[config.mk]
export PLATFORM = sky130hd
export DESIGN_NAME = binary_mask_bounding_box_crop
export DESIGN_NICKNAME = d
export VERILOG_FILES = /design/src/sv/bbc_pkg.sv /design/src/sv/bbc_tracker.sv /design/src/sv/bbc_queue.sv /design/src/sv/bbc_window.sv /design/src/sv/binary_mask_bounding_box_crop.sv
export SDC_FILE = /design/constraint.sdc
export NUM_CORES = 1
export LEC_CHECK = 0
export ABC_AREA = 1
export BUFFER_PORTS_ARGS = -buffer_cell sky130_fd_sc_hd__buf_2
export CAP_MARGIN = 40
export CORE_MARGIN = 2
export CORE_UTILIZATION = 38
export DETAILED_ROUTE_END_ITERATION = 7
export GPL_TIMING_DRIVEN = 0
export PLACE_DENSITY_LB_ADDON = 0.08
export SYNTH_ARGS = -nofsm -noshare
export SYNTH_HDL_FRONTEND = slang
export SYNTH_SLANG_ARGS = --single-unit
export TNS_END_PERCENT = 50
[constraint.sdc]
create_clock -name clk -period 17 [get_ports clk]
set_input_delay 3.4 -clock clk [delete_from_list [all_inputs] [get_ports clk]]
set_output_delay 3.4 -clock clk [all_outputs]
set_load 0.01 [all_outputs]
[src/sv/bbc_pkg.sv]
// ----------------------------------------------------------------------------
// bbc_pkg
// Shared types and constants of the mask bounding box crop block.
// ----------------------------------------------------------------------------
package bbc_pkg;

    // configuration register indexes
    localparam logic [1:0] CFG_FRAME_WIDTH  = 2'd0;
    localparam logic [1:0] CFG_FRAME_HEIGHT = 2'd1;
    localparam logic [1:0] CFG_CROP_PADDING = 2'd2;

    // register reset values
    localparam logic [10:0] RESET_FRAME_WIDTH  = 11'd160;
    localparam logic [10:0] RESET_FRAME_HEIGHT = 11'd120;
    localparam logic [7:0]  RESET_CROP_PADDING = 8'd30;

    // smallest frame size in effect
    localparam logic [10:0] MIN_FRAME_SIZE = 11'd2;

    // register contents as seen by the pixel tracker
    typedef struct packed {
        logic [10:0] frame_width;
        logic [10:0] frame_height;
        logic [7:0]  crop_padding;
    } cfg_t;

    // finished frame: tracked extremes plus the sizes in effect
    typedef struct packed {
        logic [9:0]  least_col;
        logic [9:0]  greatest_col;
        logic [9:0]  least_row;
        logic [9:0]  greatest_row;
        logic [10:0] size_w;
        logic [10:0] size_h;
        logic [7:0]  pad;
    } frame_rec_t;

    // window along one axis
    typedef struct packed {
        logic [9:0] start;
        logic [9:0] len;
    } axis_t;

endpackage

[src/sv/bbc_tracker.sv]
// ----------------------------------------------------------------------------
// bbc_tracker
// Front part: counts column and row of each accepted pixel, tracks the
// foreground extremes and hands a frame record to the queue at frame end.
// ----------------------------------------------------------------------------
module bbc_tracker #(
    parameter int SIZE_W_TOP = 1024,
    parameter int SIZE_H_TOP = 1024
) (
    input  logic              clk,
    input  logic              rst_n,
    input  bbc_pkg::cfg_t     cfg,
    input  logic              in_valid,
    output logic              in_ready,
    input  logic              foreground,
    output logic              rec_valid,
    input  logic              rec_ready,
    output bbc_pkg::frame_rec_t rec
);
    import bbc_pkg::*;

    localparam logic [10:0] W_TOP = 11'(SIZE_W_TOP);
    localparam logic [10:0] H_TOP = 11'(SIZE_H_TOP);

    logic [9:0]  col_reg, col_next;
    logic [9:0]  row_reg, row_next;
    logic [9:0]  lc_reg, lc_next;
    logic [9:0]  gc_reg, gc_next;
    logic [9:0]  lr_reg, lr_next;
    logic [9:0]  gr_reg, gr_next;
    logic [10:0] w_eff, h_eff;
    logic [9:0]  w_last, h_last;
    logic [9:0]  x, y;
    logic [9:0]  lc_base, gc_base, lr_base, gr_base;
    logic        frame_start, last_col, last_row, accept;

    // frame size in effect
    always_comb
    begin
        if (cfg.frame_width < MIN_FRAME_SIZE)
            w_eff = MIN_FRAME_SIZE;
        else if (cfg.frame_width > W_TOP)
            w_eff = W_TOP;
        else
            w_eff = cfg.frame_width;
        if (cfg.frame_height < MIN_FRAME_SIZE)
            h_eff = MIN_FRAME_SIZE;
        else if (cfg.frame_height > H_TOP)
            h_eff = H_TOP;
        else
            h_eff = cfg.frame_height;
    end

    assign w_last = 10'(w_eff - 11'd1);
    assign h_last = 10'(h_eff - 11'd1);

    // position of this pixel, saturated when the frame shrank
    assign x = (col_reg > w_last) ? w_last : col_reg;
    assign y = (row_reg > h_last) ? h_last : row_reg;

    assign frame_start = (x == 10'd0) && (y == 10'd0);
    assign last_col    = (x == w_last);
    assign last_row    = (y == h_last);

    // tracked values restart at the first pixel of a frame
    assign lc_base = frame_start ? w_last : lc_reg;
    assign gc_base = frame_start ? 10'd0  : gc_reg;
    assign lr_base = frame_start ? h_last : lr_reg;
    assign gr_base = frame_start ? 10'd0  : gr_reg;

    // min and max updated independently
    always_comb
    begin
        lc_next = lc_base;
        gc_next = gc_base;
        lr_next = lr_base;
        gr_next = gr_base;
        if (foreground)
        begin
            if (x < lc_base) lc_next = x;
            if (x > gc_base) gc_next = x;
            if (y < lr_base) lr_next = y;
            if (y > gr_base) gr_next = y;
        end
    end

    // raster counters
    always_comb
    begin
        if (last_col)
        begin
            col_next = 10'd0;
            row_next = last_row ? 10'd0 : y + 10'd1;
        end
        else
        begin
            col_next = x + 10'd1;
            row_next = y;
        end
    end

    // pixels are held off only while the queue has no room
    assign in_ready  = rec_ready;
    assign accept    = in_valid && in_ready;
    assign rec_valid = accept && last_col && last_row;

    assign rec.least_col    = lc_next;
    assign rec.greatest_col = gc_next;
    assign rec.least_row    = lr_next;
    assign rec.greatest_row = gr_next;
    assign rec.size_w       = w_eff;
    assign rec.size_h       = h_eff;
    assign rec.pad          = cfg.crop_padding;

    // state update on each pixel transfer
    always_ff @(posedge clk or negedge rst_n)
    begin
        if (!rst_n)
        begin
            col_reg <= 10'd0;
            row_reg <= 10'd0;
            lc_reg  <= 10'(RESET_FRAME_WIDTH - 11'd1);
            gc_reg  <= 10'd0;
            lr_reg  <= 10'(RESET_FRAME_HEIGHT - 11'd1);
            gr_reg  <= 10'd0;
        end
        else if (accept)
        begin
            col_reg <= col_next;
            row_reg <= row_next;
            lc_reg  <= lc_next;
            gc_reg  <= gc_next;
            lr_reg  <= lr_next;
            gr_reg  <= gr_next;
        end
    end

endmodule

[src/sv/bbc_queue.sv]
// ----------------------------------------------------------------------------
// bbc_queue
// Two-entry queue of frame records between the tracker and the window unit.
// ----------------------------------------------------------------------------
module bbc_queue (
    input  logic                clk,
    input  logic                rst_n,
    input  logic                push_valid,
    output logic                push_ready,
    input  bbc_pkg::frame_rec_t push_data,
    output logic                pop_valid,
    input  logic                pop_ready,
    output bbc_pkg::frame_rec_t pop_data
);
    import bbc_pkg::*;

    localparam int DEPTH = 2;

    frame_rec_t mem [DEPTH];
    logic       wr_ptr_reg, wr_ptr_next;
    logic       rd_ptr_reg, rd_ptr_next;
    logic [1:0] count_reg, count_next;
    logic       do_push, do_pop;

    assign push_ready = (count_reg != 2'(DEPTH));
    assign pop_valid  = (count_reg != 2'd0);
    assign pop_data   = mem[rd_ptr_reg];
    assign do_push    = push_valid && push_ready;
    assign do_pop     = pop_valid && pop_ready;

    // pointer and fill count
    always_comb
    begin
        wr_ptr_next = do_push ? ~wr_ptr_reg : wr_ptr_reg;
        rd_ptr_next = do_pop  ? ~rd_ptr_reg : rd_ptr_reg;
        count_next  = count_reg;
        if (do_push && !do_pop)
            count_next = count_reg + 2'd1;
        else if (do_pop && !do_push)
            count_next = count_reg - 2'd1;
    end

    always_ff @(posedge clk or negedge rst_n)
    begin
        if (!rst_n)
        begin
            wr_ptr_reg <= 1'b0;
            rd_ptr_reg <= 1'b0;
            count_reg  <= 2'd0;
        end
        else
        begin
            wr_ptr_reg <= wr_ptr_next;
            rd_ptr_reg <= rd_ptr_next;
            count_reg  <= count_next;
        end
    end

    // record storage
    always_ff @(posedge clk)
    begin
        if (do_push)
            mem[wr_ptr_reg] <= push_data;
    end

endmodule

[src/sv/bbc_window.sv]
// ----------------------------------------------------------------------------
// bbc_window
// Back part: forms the padded, clamped crop window of a frame record and
// holds it in the output register until it is taken.
// ----------------------------------------------------------------------------
module bbc_window (
    input  logic                clk,
    input  logic                rst_n,
    input  logic                rec_valid,
    output logic                rec_ready,
    input  bbc_pkg::frame_rec_t rec,
    output logic                out_valid,
    input  logic                out_ready,
    output logic                found,
    output logic [9:0]          crop_x,
    output logic [9:0]          crop_y,
    output logic [9:0]          crop_width,
    output logic [9:0]          crop_height
);
    import bbc_pkg::*;

    // window along one axis from the tracked extremes
    function automatic axis_t form_axis(logic [9:0] lo, logic [9:0] hi,
                                        logic [10:0] size, logic [7:0] pad);
        logic [9:0]  last;
        logic [9:0]  a, b, s;
        logic [10:0] b_pad;
        axis_t       r;
        last  = 10'(size - 11'd1);
        a     = (lo > last) ? last : lo;
        b     = (hi > last) ? last : hi;
        s     = ({2'b00, pad} < a) ? a - {2'b00, pad} : 10'd0;
        b_pad = {1'b0, b} + {3'b000, pad};
        r.start = s;
        r.len   = (b_pad >= size) ? last - s : 10'(b_pad - {1'b0, s});
        return r;
    endfunction

    logic       out_valid_reg;
    logic       found_reg, found_next;
    logic [9:0] x_reg, y_reg, w_reg, h_reg;
    axis_t      ax_col, ax_row;
    logic       load;

    assign ax_col = form_axis(rec.least_col, rec.greatest_col, rec.size_w, rec.pad);
    assign ax_row = form_axis(rec.least_row, rec.greatest_row, rec.size_h, rec.pad);
    assign found_next = (rec.greatest_col != 10'd0) && (rec.greatest_row != 10'd0);

    // output register refills when empty or being drained
    assign rec_ready = !out_valid_reg || out_ready;
    assign load      = rec_valid && rec_ready;

    always_ff @(posedge clk or negedge rst_n)
    begin
        if (!rst_n)
            out_valid_reg <= 1'b0;
        else if (rec_ready)
            out_valid_reg <= rec_valid;
    end

    // result payload, zero when no box
    always_ff @(posedge clk)
    begin
        if (load)
        begin
            found_reg <= found_next;
            x_reg     <= found_next ? ax_col.start : 10'd0;
            w_reg     <= found_next ? ax_col.len   : 10'd0;
            y_reg     <= found_next ? ax_row.start : 10'd0;
            h_reg     <= found_next ? ax_row.len   : 10'd0;
        end
    end

    assign out_valid   = out_valid_reg;
    assign found       = found_reg;
    assign crop_x      = x_reg;
    assign crop_y      = y_reg;
    assign crop_width  = w_reg;
    assign crop_height = h_reg;

endmodule

[src/sv/binary_mask_bounding_box_crop.sv]
// ----------------------------------------------------------------------------
// binary_mask_bounding_box_crop
// Bounding box of a binary mask in raster order, given as a padded crop window.
// ----------------------------------------------------------------------------
// Usage:
//   Pixel channel (in_valid/in_ready, foreground) takes one mask pixel per
//   transfer in raster order; column and row are counted from frame_width and
//   frame_height. Result channel (out_valid/out_ready) gives one crop window
//   per frame, after the frame's last pixel. Config channel (cfg_valid,
//   cfg_ready, cfg_index, cfg_data) writes frame_width, frame_height and
//   crop_padding; it is always ready and is to be used between frames.
// Throughput: one pixel per cycle while in_ready is high, set by the counter
//   and min/max update in the tracker, both done on each pixel transfer.
// Result path: after the last pixel transfer, the frame record is registered
//   in the frame record queue and then in the window output register.
// Stall: a stalled result holds in the output register; the tracker keeps
//   accepting pixels and in_ready drops only while the two-entry record queue
//   is full of finished frames.
// Reset: registers return to 160 x 120 with padding 30, counters clear and
//   the queue and output register empty. No clearing pass is needed.
// ----------------------------------------------------------------------------
module binary_mask_bounding_box_crop #(
    parameter int MAX_WIDTH  = 1024,
    parameter int MAX_HEIGHT = 1024
) (
    input  logic        clk,
    input  logic        rst_n,
    input  logic        in_valid,
    output logic        in_ready,
    input  logic        foreground,
    output logic        out_valid,
    input  logic        out_ready,
    output logic        found,
    output logic [9:0]  crop_x,
    output logic [9:0]  crop_y,
    output logic [9:0]  crop_width,
    output logic [9:0]  crop_height,
    input  logic        cfg_valid,
    output logic        cfg_ready,
    input  logic [1:0]  cfg_index,
    input  logic [10:0] cfg_data
);
    import bbc_pkg::*;

    localparam int SIZE_W_TOP = (MAX_WIDTH  < 1024) ? MAX_WIDTH  : 1024;
    localparam int SIZE_H_TOP = (MAX_HEIGHT < 1024) ? MAX_HEIGHT : 1024;

    cfg_t       cfg_reg;
    frame_rec_t push_rec, pop_rec;
    logic       push_valid, push_ready, pop_valid, pop_ready;

    // configuration registers
    assign cfg_ready = 1'b1;

    always_ff @(posedge clk or negedge rst_n)
    begin
        if (!rst_n)
        begin
            cfg_reg.frame_width  <= RESET_FRAME_WIDTH;
            cfg_reg.frame_height <= RESET_FRAME_HEIGHT;
            cfg_reg.crop_padding <= RESET_CROP_PADDING;
        end
        else if (cfg_valid && cfg_ready)
        begin
            unique case (cfg_index)
                CFG_FRAME_WIDTH:  cfg_reg.frame_width  <= cfg_data;
                CFG_FRAME_HEIGHT: cfg_reg.frame_height <= cfg_data;
                CFG_CROP_PADDING: cfg_reg.crop_padding <= cfg_data[7:0];
                default:          ;
            endcase
        end
    end

    // front: pixel tracking
    bbc_tracker #(
        .SIZE_W_TOP (SIZE_W_TOP),
        .SIZE_H_TOP (SIZE_H_TOP)
    ) u_tracker (
        .clk        (clk),
        .rst_n      (rst_n),
        .cfg        (cfg_reg),
        .in_valid   (in_valid),
        .in_ready   (in_ready),
        .foreground (foreground),
        .rec_valid  (push_valid),
        .rec_ready  (push_ready),
        .rec        (push_rec)
    );

    // frame record queue
    bbc_queue u_queue (
        .clk        (clk),
        .rst_n      (rst_n),
        .push_valid (push_valid),
        .push_ready (push_ready),
        .push_data  (push_rec),
        .pop_valid  (pop_valid),
        .pop_ready  (pop_ready),
        .pop_data   (pop_rec)
    );

    // back: window forming and result register
    bbc_window u_window (
        .clk         (clk),
        .rst_n       (rst_n),
        .rec_valid   (pop_valid),
        .rec_ready   (pop_ready),
        .rec         (pop_rec),
        .out_valid   (out_valid),
        .out_ready   (out_ready),
        .found       (found),
        .crop_x      (crop_x),
        .crop_y      (crop_y),
        .crop_width  (crop_width),
        .crop_height (crop_height)
    );

endmodule

# Yosys cells after proc, flatten, opt, wreduce, memory -nomap -nowiden
# Memories as Yosys holds them, arrays and structs flattened.
# Cells that the tools add are included.
totals:
  register_bits: 136
  ramBits: 140
  input_bits: 19
  out_inout_bits: 44
  elab_cells: 116
  n_memories: 1
mem_list:
  columns: ["memory", "depth", "width", "rd", "rd_ports_with_merged_regs", "wr", "line", "source"]
  rows:
  - ["u_queue.mem", 2, 70, 1, 0, 1, "bbc_queue.sv:19", "frame_rec_t mem [DEPTH];"]
classes:
  n_addsub: 16
  magnitude_cmp: 18
  n_eq_ne: 5
  mux: 33
  bitwise_logic: 2
  n_reduce_logical: 23
ops:
  columns: ["cell", "n"]
  rows:
  - ["$mux W10", 25]
  - ["$gt A10 B10 Y1", 8]
  - ["$mux W11", 4]
  - ["$sub A10 B1 Y10 const B", 4]
  - ["$sub A10 B10 Y10", 4]
  - ["$add A10 B8 Y11", 2]
  - ["$ge A11 B11 Y1", 2]
  - ["$gt A11 B11 Y1 const B", 2]
  - ["$lt A11 B2 Y1 const B", 2]
  - ["$add A10 B1 Y10 const B", 2]
  - ["$eq A10 B10 Y1", 2]
  - ["$logic_not A10 Y1", 2]
  - ["$lt A10 B10 Y1", 2]
  - ["$lt A8 B10 Y1", 2]
  - ["$reduce_bool A10 Y1", 2]
  - ["$sub A10 B8 Y10", 2]
  - ["$logic_and A1 B1 Y1", 9]
  - ["$reduce_and A2 Y1", 3]
  - ["$mux W2", 2]
  - ["$reduce_bool A2 Y1", 2]
  - ["$logic_not A1 Y1", 3]
  - ["$add A2 B1 Y2 const B", 1]
  - ["$eq A2 B1 Y1 const B", 1]
  - ["$eq A2 B2 Y1 const B", 1]
  - ["other kinds (6)", 8]

# Depth between registers and ports, before layout
# Gate-level depths: netlist of the first run.
logic_depth:
  word_depth: 14
  ltp_mapped: 64
  mapped_depth_nobuf: 61

# Hierarchy
# From an unflattened synthesis of the first run, not the netlist that was laid out.
unflattened:
  hier_cells: 2431
  hier_area_um2: 19447.4
by_module_without_submodules:
  columns: ["module", "n_inst", "cells_per_inst", "area_each_um2", "seq_area_each_um2"]
  rows:
  - ["bbc_window", 1, 943, 6443.7, 1256.2]
  - ["bbc_tracker", 1, 956, 6377.4, 1516.5]
  - ["bbc_queue", 1, 394, 5345.1, 4304.1]
  - ["binary_mask_bounding_box_crop", 1, 138, 1281.2, 763.2]

# Worst setup path before layout of the first run
# OpenSTA, ideal clock, no wires.
synth_path:
  kind: "flip-flop to flip-flop"
  startpoint: "register u_queue.rd_ptr_reg"
  endpoint: "register u_window.h_reg[9] (netlist: u_window.crop_height[9]), data pin"
  setup_time_ns: 0.253
  arrival_ns: 7.307
  t_required_ns: 16.747
  setup_slack_ns: 9.440
  path_stages_with_launch: 58
  path_buffers: 2
  synth_period_minus_slack_ns: 7.560
  path_cell_list: "dfrtp_1 -> inv_2 -> or2_1 -> o21a_1 -> inv_1 -> ha_1 -> nand2_1 -> nor2_1 -> xor2_1 -> ha_1 -> nand2_1 -> nor2_1 -> o21ai_0 -> inv_1 -> o21ai_0 -> nand2_1 -> nand3_1 -> nand3_1 -> [22 not listed] -> o21ai_0 -> ha_1 -> nand2_1 -> nor2_1 -> a211oi_1 -> o21ai_0 -> a21oi_1 -> o21bai_1 -> nand2_1 -> inv_1 -> nor2_1 -> inv_1 -> a21oi_1 -> nand3_1 -> nand2_1 -> nand2_1 -> nand2_1 -> nor2_1"
synth_via:
  elab_chain_len: 8
synth_lines:
  columns: ["item", "line", "source"]
  rows:
  - ["from (decl)", "bbc_queue.sv:21", "logic rd_ptr_reg, rd_ptr_next;"]
  - ["from (signal assigned)", "bbc_queue.sv:54", "rd_ptr_reg <= rd_ptr_next;"]
  - ["$mem_v2 Z2 W70 (*)", null, null]
  - ["$sub A10 B1 Y10", "bbc_window.sv:29", "last = 10'(size - 11'd1);"]
  - ["$gt A10 B10 Y1", "bbc_window.sv:30", "a = (lo > last) ? last : lo;"]
  - ["$mux W10", "bbc_window.sv:30", null]
  - ["$sub A10 B8 Y10 or $lt A8 B10 Y1 (tied branches)", "bbc_window.sv:32", "s = ({2'b00, pad} < a) ? a - {2'b00, pad} : 10'd0;"]
  - ["$mux W10", "bbc_window.sv:32", null]
  - ["$sub A10 B10 Y10", "bbc_window.sv:35", "r.len = (b_pad >= size) ? last - s : 10'(b_pad - {1'b0, s});"]
  - ["$mux W10", "bbc_window.sv:35", null]
  - ["to (signal assigned)", "bbc_window.sv:70", "h_reg <= found_next ? ax_row.len : 10'd0;"]
  - ["to (decl)", "bbc_window.sv:41", "logic [9:0] x_reg, y_reg, w_reg, h_reg;"]
# Mark *: on every way between the ends. The rest lies on a longest branch, timed or not.
# A chain may end at the register's enable or synchronous reset.

# Worst setup path in the final report of the first run
layout_path:
  startpoint: "register u_queue.rd_ptr_reg"
  endpoint: "register u_window.w_reg[9] (netlist: u_window.crop_width[9]), data pin"
layout_via:
  elab_chain_len: 8
layout_lines:
  columns: ["item", "line", "source"]
  rows:
  - ["$mem_v2 Z2 W70 (*)", null, null]
  - ["$sub A10 B1 Y10", "bbc_window.sv:29", null]
  - ["$gt A10 B10 Y1", "bbc_window.sv:30", null]
  - ["$mux W10", "bbc_window.sv:30", null]
  - ["$sub A10 B8 Y10 or $lt A8 B10 Y1 (tied branches)", "bbc_window.sv:32", null]
  - ["$mux W10", "bbc_window.sv:32", null]
  - ["$sub A10 B10 Y10", "bbc_window.sv:35", null]
  - ["$mux W10", "bbc_window.sv:35", null]
  - ["to (signal assigned)", "bbc_window.sv:68", "w_reg <= found_next ? ax_col.len : 10'd0;"]
  - ["to (decl)", "bbc_window.sv:41", null]
# Marks and branches as above.

==> flow_metrics.py, run 1 <==
metrics = {
    "clocking": {
        "cts_hold_buffers": 0,
        "postCtsResizedCells": 0,
        "insertion_delay_ns": 0.56,
        "cts_inserted_buffers": 34,
        "clk_pin_slew_worst_paths_ns": 0.06,
        "post-cts-setup-buffer-count": 0,
        "htreeDepth": 2,
        "cts.path.max_buffers": 3,
        "cts_root_buf": "clkbuf_16",
        "tritoncts": "done",
        "cts_sinks": 276,
    },
    "final_layout": {
        "syn_to_final_growth_pct": 13.5,
        "antenna_cells": 0,
        "layout-drive-gt1-share_pct": 12.0,
        "largest_register_ffs": 140,
        "nets": 2639,
    },
    "hold_path": {
        "hp-class": "flop to flop",
        "hp-start": "u_tracker.lc_reg[2]$_DFFE_PN1P_",
        "hold_depth": 2,
        "hold_path_end": "u_tracker.lc_reg[2]$_DFFE_PN1P_",
    },
    "synth": {
        "syn_inst": 2337,
        "yosysMostFrequentCell": "nand2_1",
        "synth_common_cells": "nand2_1 (624), inv_1 (246), o21ai_0 (200)",
        "seq_area_frac_synth_pct": 41.3,
        "ys_warn_count": 0,
        "yosys.area_share.xor_xnor_pct": 2.56,
        "synthSimpleGateAreaFrac_pct": 25.7,
        "synth_adder_area_share_pct": 11.7,
        "synth_top_area_share_pct": 28.6,
        "syn_area_um2": 19000,
        "synth_area_leaders": "edfxtp_1 (29%), nand2_1 (12%), ha_1 (11%)",
        "synth_top_family_by_area": "simple AND/OR/NAND/NOR gates",
        "ys_seq_elements": 276,
        "syn_avg_cell_area_um2": 8.13,
        "synth_edf_count": 181,
        "synthArstFlopShare_pct": 34.4,
        "yosysTopAreaCell": "edfxtp_1",
        "synth_compound_area_share_pct": 11.0,
        "synth_mux_area_share_pct": 0.705,
        "synth_flop_cell": "edfxtp_1",
        "synth_fp_nets": 2530,
        "synth_cell_types": 61,
    },
    "worst_setup_path": {
        "required_ns": 17.29,
        "critPathBufInv": 10,
        "timing.rr.start": "u_queue.rd_ptr_reg$_DFFE_PN0P_",
        "path_class": "flop to flop",
        "r2r-end": "u_window.crop_width[9]$_SDFFCE_PN0P_",
        "worstSetupEndpointType": "flop",
        "reg2reg_depth": 50,
        "crit_slowest_cell": "mux2i_1",
        "cpLargestDelayFamily": "compound AO/OA/AOI/OAI gates",
        "cp_max_fo": 10,
        "r2r_slack_ns": 7.25,
        "start_kind": "flop",
        "worstPathArrival_ns": 10.03,
        "crit_path_frequent_cell": "nand2_1",
        "max_stage_delay_ns": 0.49,
    },
    "die": {
        "start_util_pct": 38.6,
        "rows": 81,
        "die_y_um": 228,
        "die_w_um": 228,
        "dieArea_um2": 51800,
        "fp.coreArea_um2": 49200,
        "ios": 63,
    },
    "timing": {
        "finalHoldViolations": 0,
        "timing.fmax_ghz": 0.103,
        "fin_crit_ns": 9.75,
        "setup_viol": 0,
        "finalSetupTns_ns": 0,
        "relSlewSlack_pct": 42.7,
        "tightest_slew_ns": 0.851,
        "finalCritPeriodShare_pct": 57.3,
        "final_max_slew_viol_count": 0,
        "rsz0062_at_grt": "no",
        "fin_worst_skew_ns": 0.0196,
    },
    "grt": {
        "grt_pass1_vias": 15700,
        "antenna_found_initial": 0,
        "grt_pass1_wl_um": 88900,
        "grt_max_degree": 49,
        "overflow": 0,
        "grt_use_total_pct": 22.8,
    },
    "place": {
        "dp_hpwl_um": 45000,
        "portBuffers": 61,
        "gp_congestion": 0.929,
    },
    "drt": {
        "vias_per_cell": 5.10,
        "routed_wl_um": 57400,
        "ant_nets": 0,
        "avgRoutedWirePerCell_um": 18.3,
        "drtIter0Drc": 1057,
        "vias": 16000,
        "first_pass_iters": 5,
        "drcViolationCount": 0,
    },
    "run": {
        "max_cap_viol_count": 0,
    },
    "outcome": {
        "status": "completed",
    },
}
==> per-stage QoR <==
| stage | hold WS (ns) | std cells | worst slack (ns) | cell area [um^2] | util [%] |
|---|---|---|---|---|---|
| global placement | 0.455 | 3062 | 6.07 | 20100 | 41.0 |
| detailed placement | 0.461 | 3074 | 7.28 | 20300 | 41.3 |
| CTS | 0.469 | 3135 | 7.27 | 21600 | 43.9 |
| finish | 0.468 | 3135 | 7.25 | 21600 | 43.9 |
| global route | 0.476 | 3135 | 6.52 | 21600 | 43.9 |
| floorplan | 0.442 | 2337 | 9.44 | 19000 | - |
==> cell type report <==
type,count,area [um^2]
Sequential cell,276,7840
Tap cell,664,831
Inverter,270,1010
Multi-Input combinational cell,1730,9840
Clock buffer,49,1080
Fill cell,4915,27600
Buffer,61,324
Clock inverter,12,155
Timing Repair Buffer,73,465
==> worst max-delay path by stage <==
stage                                              start                               endpoint  slack, ns  depth (start not counted)
after CTS                 u_queue.rd_ptr_reg$_DFFE_PN0P_   u_window.crop_width[9]$_SDFFCE_PN0P_       7.27                         50
after global placement           cfg_reg[24]$_DFFE_PN1P_           u_queue.mem[1][53]$_DFFE_PP_       6.07                         32
after floorplan           u_queue.rd_ptr_reg$_DFFE_PN0P_  u_window.crop_height[9]$_SDFFCE_PN0P_       9.44                         57
after global routing      u_queue.rd_ptr_reg$_DFFE_PN0P_   u_window.crop_width[9]$_SDFFCE_PN0P_       6.52                         50
final                     u_queue.rd_ptr_reg$_DFFE_PN0P_   u_window.crop_width[9]$_SDFFCE_PN0P_       7.25                         50
after detailed placement  u_queue.rd_ptr_reg$_DFFE_PN0P_   u_window.crop_width[9]$_SDFFCE_PN0P_       7.28                         50
==> tightest hold or removal path: cells and delay by family, from the launching register on <==
kind | cells | cell delay [ns]
DFF | 1 | 0.36
and+or+nand+nor | 2 | 0.10
==> layer usage <==
metal,share of wire (%),vias to the layer above,GRT usage [%]
met5,0,-,0
met4,4.5,0,9.55
met3,4.0,114,3.14
met2,46,381,37.7
met1,46,7464,29.9
li1,-,8026,-
==> placed cells by master, fill, tap and decap left out, types with 7 or more instances in the layout <==
master,count
buf_4,7
buf_6,8
mux2i_1,12
inv_1,246
or2_2,31
o21ai_1,14
clkbuf_1,36
inv_2,20
clkbuf_16,40
nand2_2,19
o21bai_1,10
nand3_1,157
nor3_1,16
nand4_1,27
nor2_2,17
dfstp_2,22
o21ai_2,16
buf_2,76
edfxtp_1,181
xor2_1,36
or2_1,7
nand2_1,624
xnor2_1,14
a21oi_1,85
nor2_1,156
and2_1,36
nand3b_1,11
dfrtp_1,73
ha_1,168
o21ai_0,200
==> cell families (layout without fill, tap and decap cells) <==
kind of cell,count (synthesis),after routing
AO/OA/AOI/OAI,371,371
multiplexers,13,13
buffers and inverters,331,465
other,1,1
XOR/XNOR,53,53
AND/OR/NAND/NOR,1118,1118
flip-flops,276,276
adder cells (fa/ha/maj),174,174
Power of run 1 is not shown: default switching activity piles up to over one toggle a cycle in this logic, so the estimate is an artifact.
==> inputs of run 2 (changes only) <==
--- a/config.mk
+++ b/config.mk
@@ -5,7 +5,7 @@
 export SDC_FILE = /design/constraint.sdc
 export NUM_CORES = 1
 export LEC_CHECK = 0
-export ABC_AREA = 1
+export ABC_AREA = 0
 export BUFFER_PORTS_ARGS = -buffer_cell sky130_fd_sc_hd__buf_2
 export CAP_MARGIN = 40
 export CORE_MARGIN = 2
==> constraint.sdc (replaced) <==
create_clock -name clk -period 10.04 [get_ports clk]
set_input_delay 2.008 -clock clk [delete_from_list [all_inputs] [get_ports clk]]
set_output_delay 2.008 -clock clk [all_outputs]
set_load 0.01 [all_outputs]
==> run 2 against run 1 <==
  * First-iteration DRC count shrank 21%
  * Critical path depth grew 1
  * Non-clock buffer count grew 26
  * Setup slack lost 6.8 ns
  * Clock-buffer cell count grew 4
  * Area after synthesis shrank 2.0%
  * Via count shrank 13%
  * Fmax grew 1.2%
  * Sequential cell count is the same
==> flow_metrics.py, run 2 <==
metrics = {
    "timing": {
        "finalCritPeriodShare_pct": 95.9,
        "tightest_slew_ns": 0.914,
        "finalSetupTns_ns": 0,
        "fin_worst_skew_ns": 0.0214,
        "setup_viol": 0,
        "timing.hold.ws_ns": 0.478,
        "relSlewSlack_pct": 37.3,
        "fin_crit_ns": 9.63,
        "final_max_slew_viol_count": 0,
        "timing.fmax_ghz": 0.104,
        "rsz0062_at_grt": "yes",
        "finalHoldViolations": 0,
    },
    "place": {
        "portBuffers": 61,
        "gp_congestion": 0.915,
        "placed_cells_incl_taps": 2479,
        "dp_hpwl_um": 41300,
    },
    "worst_setup_path": {
        "r2r-end": "u_window.crop_width[9]$_SDFFCE_PN0P_",
        "max_stage_delay_ns": 0.53,
        "start_kind": "flop",
        "r2r_slack_ns": 0.41,
        "required_ns": 10.30,
        "timing.rr.start": "u_queue.rd_ptr_reg$_DFFE_PN0P_",
        "worstPathArrival_ns": 9.88,
        "worstSetupEndpointType": "flop",
        "crit_slowest_cell": "or4_4",
        "cp_max_fo": 10,
        "path_class": "flop to flop",
        "reg2reg_depth": 51,
    },
    "synth": {
        "synthArstFlopShare_pct": 34.4,
        "synth_area_leaders": "edfxtp_1 (29%), ha_1 (11%), dfrtp_1 (9.8%)",
        "seq_area_frac_synth_pct": 42.1,
        "yosysMostFrequentCell": "edfxtp_1",
        "ys_warn_count": 0,
        "synth_common_cells": "edfxtp_1 (181), ha_1 (168), mux2i_1 (126), nand2_1 (126), nor2_1 (124)",
        "synth_flop_cell": "edfxtp_1",
        "syn_area_um2": 18600,
        "yosysTopAreaCell": "edfxtp_1",
        "syn_avg_cell_area_um2": 10.5,
        "synth_top_area_share_pct": 29.2,
        "synth_edf_count": 181,
        "ys_seq_elements": 276,
        "synth_fp_nets": 1972,
        "syn_inst": 1779,
        "synth_cell_types": 84,
    },
    "die": {
        "rows": 81,
        "die_w_um": 225,
        "ios": 63,
        "dieArea_um2": 50800,
        "start_util_pct": 38.3,
        "fp.coreArea_um2": 48600,
        "die_y_um": 225,
    },
    "drt": {
        "drtIter0Drc": 834,
        "drcViolationCount": 0,
        "avgRoutedWirePerCell_um": 20.7,
        "vias_per_cell": 5.44,
        "vias": 14000,
        "ant_nets": 0,
        "first_pass_iters": 5,
        "routed_wl_um": 53200,
    },
    "hold_path": {
        "hold_depth": 2,
        "hp-class": "flop to flop",
        "hp-start": "u_tracker.gc_reg[6]$_DFFE_PN0P_",
        "hold_path_end": "u_tracker.gc_reg[6]$_DFFE_PN0P_",
    },
    "clocking": {
        "cts_sinks": 276,
        "insertion_delay_ns": 0.54,
        "htreeDepth": 2,
        "cts_hold_buffers": 0,
        "tritoncts": "done",
        "cts.path.max_buffers": 3,
        "cts_root_buf": "clkbuf_16",
        "cts_inserted_buffers": 35,
        "clk_pin_slew_worst_paths_ns": 0.05,
    },
    "run": {
        "max_cap_viol_count": 0,
    },
    "final_layout": {
        "final_common_cell": "edfxtp_1",
        "fillerInstances": 4641,
        "multiInputGateArea_um2": 10500,
        "layout_common_cells": "edfxtp_1 (181), ha_1 (162), nand2_1 (125)",
        "antenna_cells": 0,
        "fin_cells": 2569,
        "largest_register_ffs": 140,
        "nets": 2113,
        "syn_to_final_growth_pct": 16.7,
        "regArea_um2": 7840,
        "layout-drive-gt1-share_pct": 17.4,
    },
    "grt": {
        "overflow": 0,
        "antenna_found_initial": 1,
        "grt_max_degree": 51,
        "grt_pass1_vias": 14000,
        "grt_pass1_wl_um": 81600,
        "grt_use_total_pct": 21.2,
    },
    "outcome": {
        "status": "completed",
    },
}
run 2: cell types whose count changed in the layout (fill, tap and decap cells not counted), moves of 29 or more:
cell	change
nand3_1	-135
nor2_1	-34
inv_1	-135
o21ai_0	-129
nor2b_1	+32
buf_4	+29
xnor2_1	+51
mux2_2	+69
nand2_1	-499
a21o_1	+37
mux2i_1	+107
run 2: layout make-up:
class                           count  share of cell area (%)
Buffer                             55                    1.91
Clock buffer                       53                    4.62
Clock inverter                     11                   0.449
Inverter                          114                    1.97
Multi-Input combinational cell   1333                    48.1
Sequential cell                   276                    36.1
Tap cell                          622                    3.58
Timing Repair Buffer              105                    3.26
run 2: through the flow:
step	worst slack, ns	utilization (%)	instance area, um^2
after floorplan	0.00945	-	18700
after global placement	-2.25	40.6	19800
after detailed placement	-2.40	41.1	20000
after CTS	0.00202	44.1	21500
after global routing	-0.144	44.7	21700
final	0.414	44.7	21700
run 2: per-layer routing:
metal / share of wire, % / wire length [um] / track usage [%] / vias up
li1: - / - / - / 6826
met4: 3.4 / 1820 / 7.84 / 0
met5: 0 / 0 / 0 / -
met1: 46 / 24500 / 28.1 / 6770
met3: 3.6 / 1890 / 2.63 / 98
met2: 47 / 25000 / 35.5 / 291
run 2: how the worst max path moves through the flow:
stage / to / slack [ns] / start / cells after the start
5_1_grt: u_window.crop_width[9]$_SDFFCE_PN0P_ / -0.14 / u_queue.rd_ptr_reg$_DFFE_PN0P_ / 51
6_report: u_window.crop_width[9]$_SDFFCE_PN0P_ / 0.41 / u_queue.rd_ptr_reg$_DFFE_PN0P_ / 51
2_1_floorplan: u_window.crop_width[9]$_SDFFCE_PN0P_ / 0.009 / u_queue.rd_ptr_reg$_DFFE_PN0P_ / 49
3_3_place_gp: u_window.crop_height[9]$_SDFFCE_PN0P_ / -2.25 / u_queue.rd_ptr_reg$_DFFE_PN0P_ / 54
4_1_cts: u_window.crop_height[8]$_SDFFCE_PN0P_ / 0.002 / u_queue.rd_ptr_reg$_DFFE_PN0P_ / 52
3_5_place_dp: u_window.crop_height[9]$_SDFFCE_PN0P_ / -2.40 / u_queue.rd_ptr_reg$_DFFE_PN0P_ / 54
run 2: timing repair:
item | 4_1_cts | 5_1_grt
endpoints found under the setup margin | 127 | 127
pin swaps | 7 | 14
gates resized for setup | 65 | 45
setup buffers | 13 | 14
run 2: kinds of logic after synthesis:
group / after synthesis / share of synthesized area (%)
fa+ha+maj: 176 / 12.0
other cells: 1 / 0.0201
compound gates: 377 / 13.1
flops: 276 / 42.1
mux: 199 / 11.3
simple gates: 477 / 12.7
xor+xnor: 103 / 5.07
buf+inv: 170 / 3.66
run 2: critical path: cells and delay by family, from the launching register on:
| kind | cells | cell delay (ns) |
|---|---|---|
| adder cells (fa/ha/maj) | 7 | 1.82 |
| flip-flops | 1 | 0.41 |
| buffers and inverters | 13 | 1.70 |
| AO/OA/AOI/OAI | 18 | 2.80 |
| AND/OR/NAND/NOR | 7 | 1.51 |
| XOR/XNOR | 4 | 0.66 |
| multiplexers | 2 | 0.43 |
Power of run 2 is left out for the same reason.
==> inputs of run 3 (changes only) <==
--- a/config.mk
+++ b/config.mk
@@ -5,7 +5,7 @@
 export SDC_FILE = /design/constraint.sdc
 export NUM_CORES = 1
 export LEC_CHECK = 0
-export ABC_AREA = 0
+export ABC_AREA = 1
 export BUFFER_PORTS_ARGS = -buffer_cell sky130_fd_sc_hd__buf_2
 export CAP_MARGIN = 40
 export CORE_MARGIN = 2
@@ -13,6 +13,7 @@
 export DETAILED_ROUTE_END_ITERATION = 7
 export GPL_TIMING_DRIVEN = 0
 export PLACE_DENSITY_LB_ADDON = 0.08
+export SLEW_MARGIN = 25
 export SYNTH_ARGS = -nofsm -noshare
 export SYNTH_HDL_FRONTEND = slang
 export SYNTH_SLANG_ARGS = --single-unit
==> run 3 against run 2 <==
  * Critical path depth fell by 2
  * Critical path type unchanged
  * Setup slack improved by 0.41 ns
  * Sequential cell count is the same
  * Final cell count increased by 22%
  * Clock skew shrank 0.0054 ns
  * Hold slack worse by 0.0096 ns
  * First-iteration DRC count up 21%
  * Wire length rose by 7.0%
  * Critical endpoint unchanged
  * Non-clock buffer count down 26
==> flow_metrics.py, run 3 (synthesis gave the netlist of run 1 again) <==
metrics = {
    "clocking": {
        "insertion_delay_ns": 0.55,
        "cts_inserted_buffers": 34,
        "cts_root_buf": "clkbuf_16",
        "htreeDepth": 2,
        "tritoncts": "done",
        "cts_sinks": 276,
        "cts.path.max_buffers": 3,
        "cts_hold_buffers": 0,
        "clk_pin_slew_worst_paths_ns": 0.06,
    },
    "worst_setup_path": {
        "cp_max_fo": 19,
        "r2r-end": "u_window.crop_width[9]$_SDFFCE_PN0P_",
        "start_kind": "flop",
        "worstSetupEndpointType": "flop",
        "max_stage_delay_ns": 0.43,
        "cpLargestDelayFamily": "compound AO/OA/AOI/OAI gates",
        "required_ns": 10.31,
        "crit_slowest_cell": "dfrtp_1",
        "r2r_slack_ns": 0.82,
        "path_class": "flop to flop",
        "reg2reg_depth": 49,
        "crit_path_frequent_cell": "nand2_1",
        "worstPathArrival_ns": 9.49,
        "startpoint": "u_queue.rd_ptr_reg$_DFFE_PN0P_",
        "path_depth": 49,
        "critPathCapture": "u_window.crop_width[9]$_SDFFCE_PN0P_",
        "timing.rr.start": "u_queue.rd_ptr_reg$_DFFE_PN0P_",
        "critPathBufInv": 9,
    },
    "grt": {
        "overflow": 0,
        "grt_pass1_wl_um": 88600,
        "grt_max_degree": 64,
        "antenna_found_initial": 0,
        "grt_pass1_vias": 15500,
        "grt_use_total_pct": 22.7,
    },
    "drt": {
        "drcViolationCount": 0,
        "vias_per_cell": 5.07,
        "avgRoutedWirePerCell_um": 18.2,
        "routed_wl_um": 56900,
        "ant_nets": 0,
        "drtIter0Drc": 1005,
        "first_pass_iters": 5,
        "vias": 15900,
    },
    "timing": {
        "finalCritPeriodShare_pct": 91.8,
        "tightest_slew_ns": 0.910,
        "fin_worst_skew_ns": 0.0160,
        "rsz0062_at_grt": "no",
        "fin_crit_ns": 9.22,
        "relSlewSlack_pct": 38.9,
        "setup_viol": 0,
        "final_max_slew_viol_count": 0,
        "finalHoldViolations": 0,
        "timing.hold.ws_ns": 0.469,
        "timing.fmax_ghz": 0.108,
    },
    "final_layout": {
        "largest_register_ffs": 140,
        "layout_common_cells": "nand2_1 (624), inv_1 (246), o21ai_0 (197)",
        "multiInputGateArea_um2": 9880,
        "layout-drive-gt1-share_pct": 12.2,
        "nets": 2639,
        "fillerInstances": 4954,
        "final_common_cell": "nand2_1",
        "regArea_um2": 7840,
        "antenna_cells": 0,
        "syn_to_final_growth_pct": 13.7,
    },
    "place": {
        "portBuffers": 61,
        "gp_congestion": 0.929,
        "dp_hpwl_um": 45100,
    },
    "die": {
        "die_y_um": 228,
        "die_w_um": 228,
        "fp.coreArea_um2": 49200,
        "dieArea_um2": 51800,
        "ios": 63,
        "rows": 81,
        "start_util_pct": 38.6,
    },
    "outcome": {
        "status": "completed",
    },
    "run": {
        "max_cap_viol_count": 0,
    },
    "hold_path": {
        "hp-class": "flop to flop",
    },
}
-- run 3: cell count changes in the layout (fill, tap and decap cells not counted), moves of 37 or more --
cell | before | now
a21o_1 | 40 | 3
inv_1 | 111 | 246
mux2_2 | 69 | 0
mux2i_1 | 119 | 11
nand2_1 | 125 | 624
nand3_1 | 22 | 157
o21ai_0 | 71 | 197
xnor2_1 | 65 | 14
-- run 3: through the flow --
step | instance area [um^2] | setup TNS (ns) | instances | worst slack (ns) | util, %
floorplan | 19000 | 0 | 2337 | 2.48 | -
global placement | 20100 | -120.15 | 3062 | -0.889 | 41.0
detailed placement | 20400 | 0 | 3074 | 0.297 | 41.5
CTS | 21600 | 0 | 3136 | 0.263 | 43.9
global route | 21600 | 0 | 3136 | 0.0645 | 44.0
finish | 21600 | 0 | 3136 | 0.823 | 44.0
-- run 3: timing repair --
action                     in CTS  in global routing
gates resized for setup         0                 11
setup endpoints to repair       0                  4
buffers inserted                0                  0
-- run 3: per-layer routing --
layer	share of wire [%]	vias up	wire, um	global-route usage, %
met5	0	-	0	0
met4	3.6	0	2030	8.81
met1	46	7394	26400	30.4
li1	-	8019	-	-
met3	3.9	93	2190	2.57
met2	46	378	26300	37.6
-- run 3: area by class of cell --
type | instances | share of cell area [%]
Clock inverter | 12 | 0.649
Tap cell | 664 | 3.85
Sequential cell | 276 | 36.3
Timing Repair Buffer | 74 | 2.59
Buffer | 60 | 1.51
Inverter | 270 | 4.69
Multi-Input combinational cell | 1730 | 45.7
Clock buffer | 50 | 4.69
-- run 3: worst min path at each step --
stage,from,endpoint,slack [ns],cells past startpoint
2_1_floorplan,cfg_reg[0]$_DFFE_PN0P_,u_queue.mem[0][0]$_DFFE_PP_,0.44,0
6_report,u_tracker.lr_reg[5]$_DFFE_PN1P_,u_tracker.lr_reg[5]$_DFFE_PN1P_,0.47,2
5_1_grt,u_tracker.lc_reg[2]$_DFFE_PN1P_,u_tracker.lc_reg[2]$_DFFE_PN1P_,0.48,2
4_1_cts,u_tracker.lr_reg[6]$_DFFE_PN1P_,u_tracker.lr_reg[6]$_DFFE_PN1P_,0.47,2
3_3_place_gp,u_tracker.lr_reg[5]$_DFFE_PN1P_,u_tracker.lr_reg[5]$_DFFE_PN1P_,0.45,2
3_5_place_dp,u_tracker.lc_reg[2]$_DFFE_PN1P_,u_tracker.lc_reg[2]$_DFFE_PN1P_,0.46,2
-- run 3: worst register-to-register path, delay by kind of cell, from the launching register on --
family,cells,cell delay [ns]
compound gates,15,2.80
xor+xnor,1,0.25
fa+ha+maj,4,1.33
buf+inv,9,1.63
flops,1,0.43
mux,1,0.40
simple gates,19,2.12
Power of run 3 is left out for the same reason.
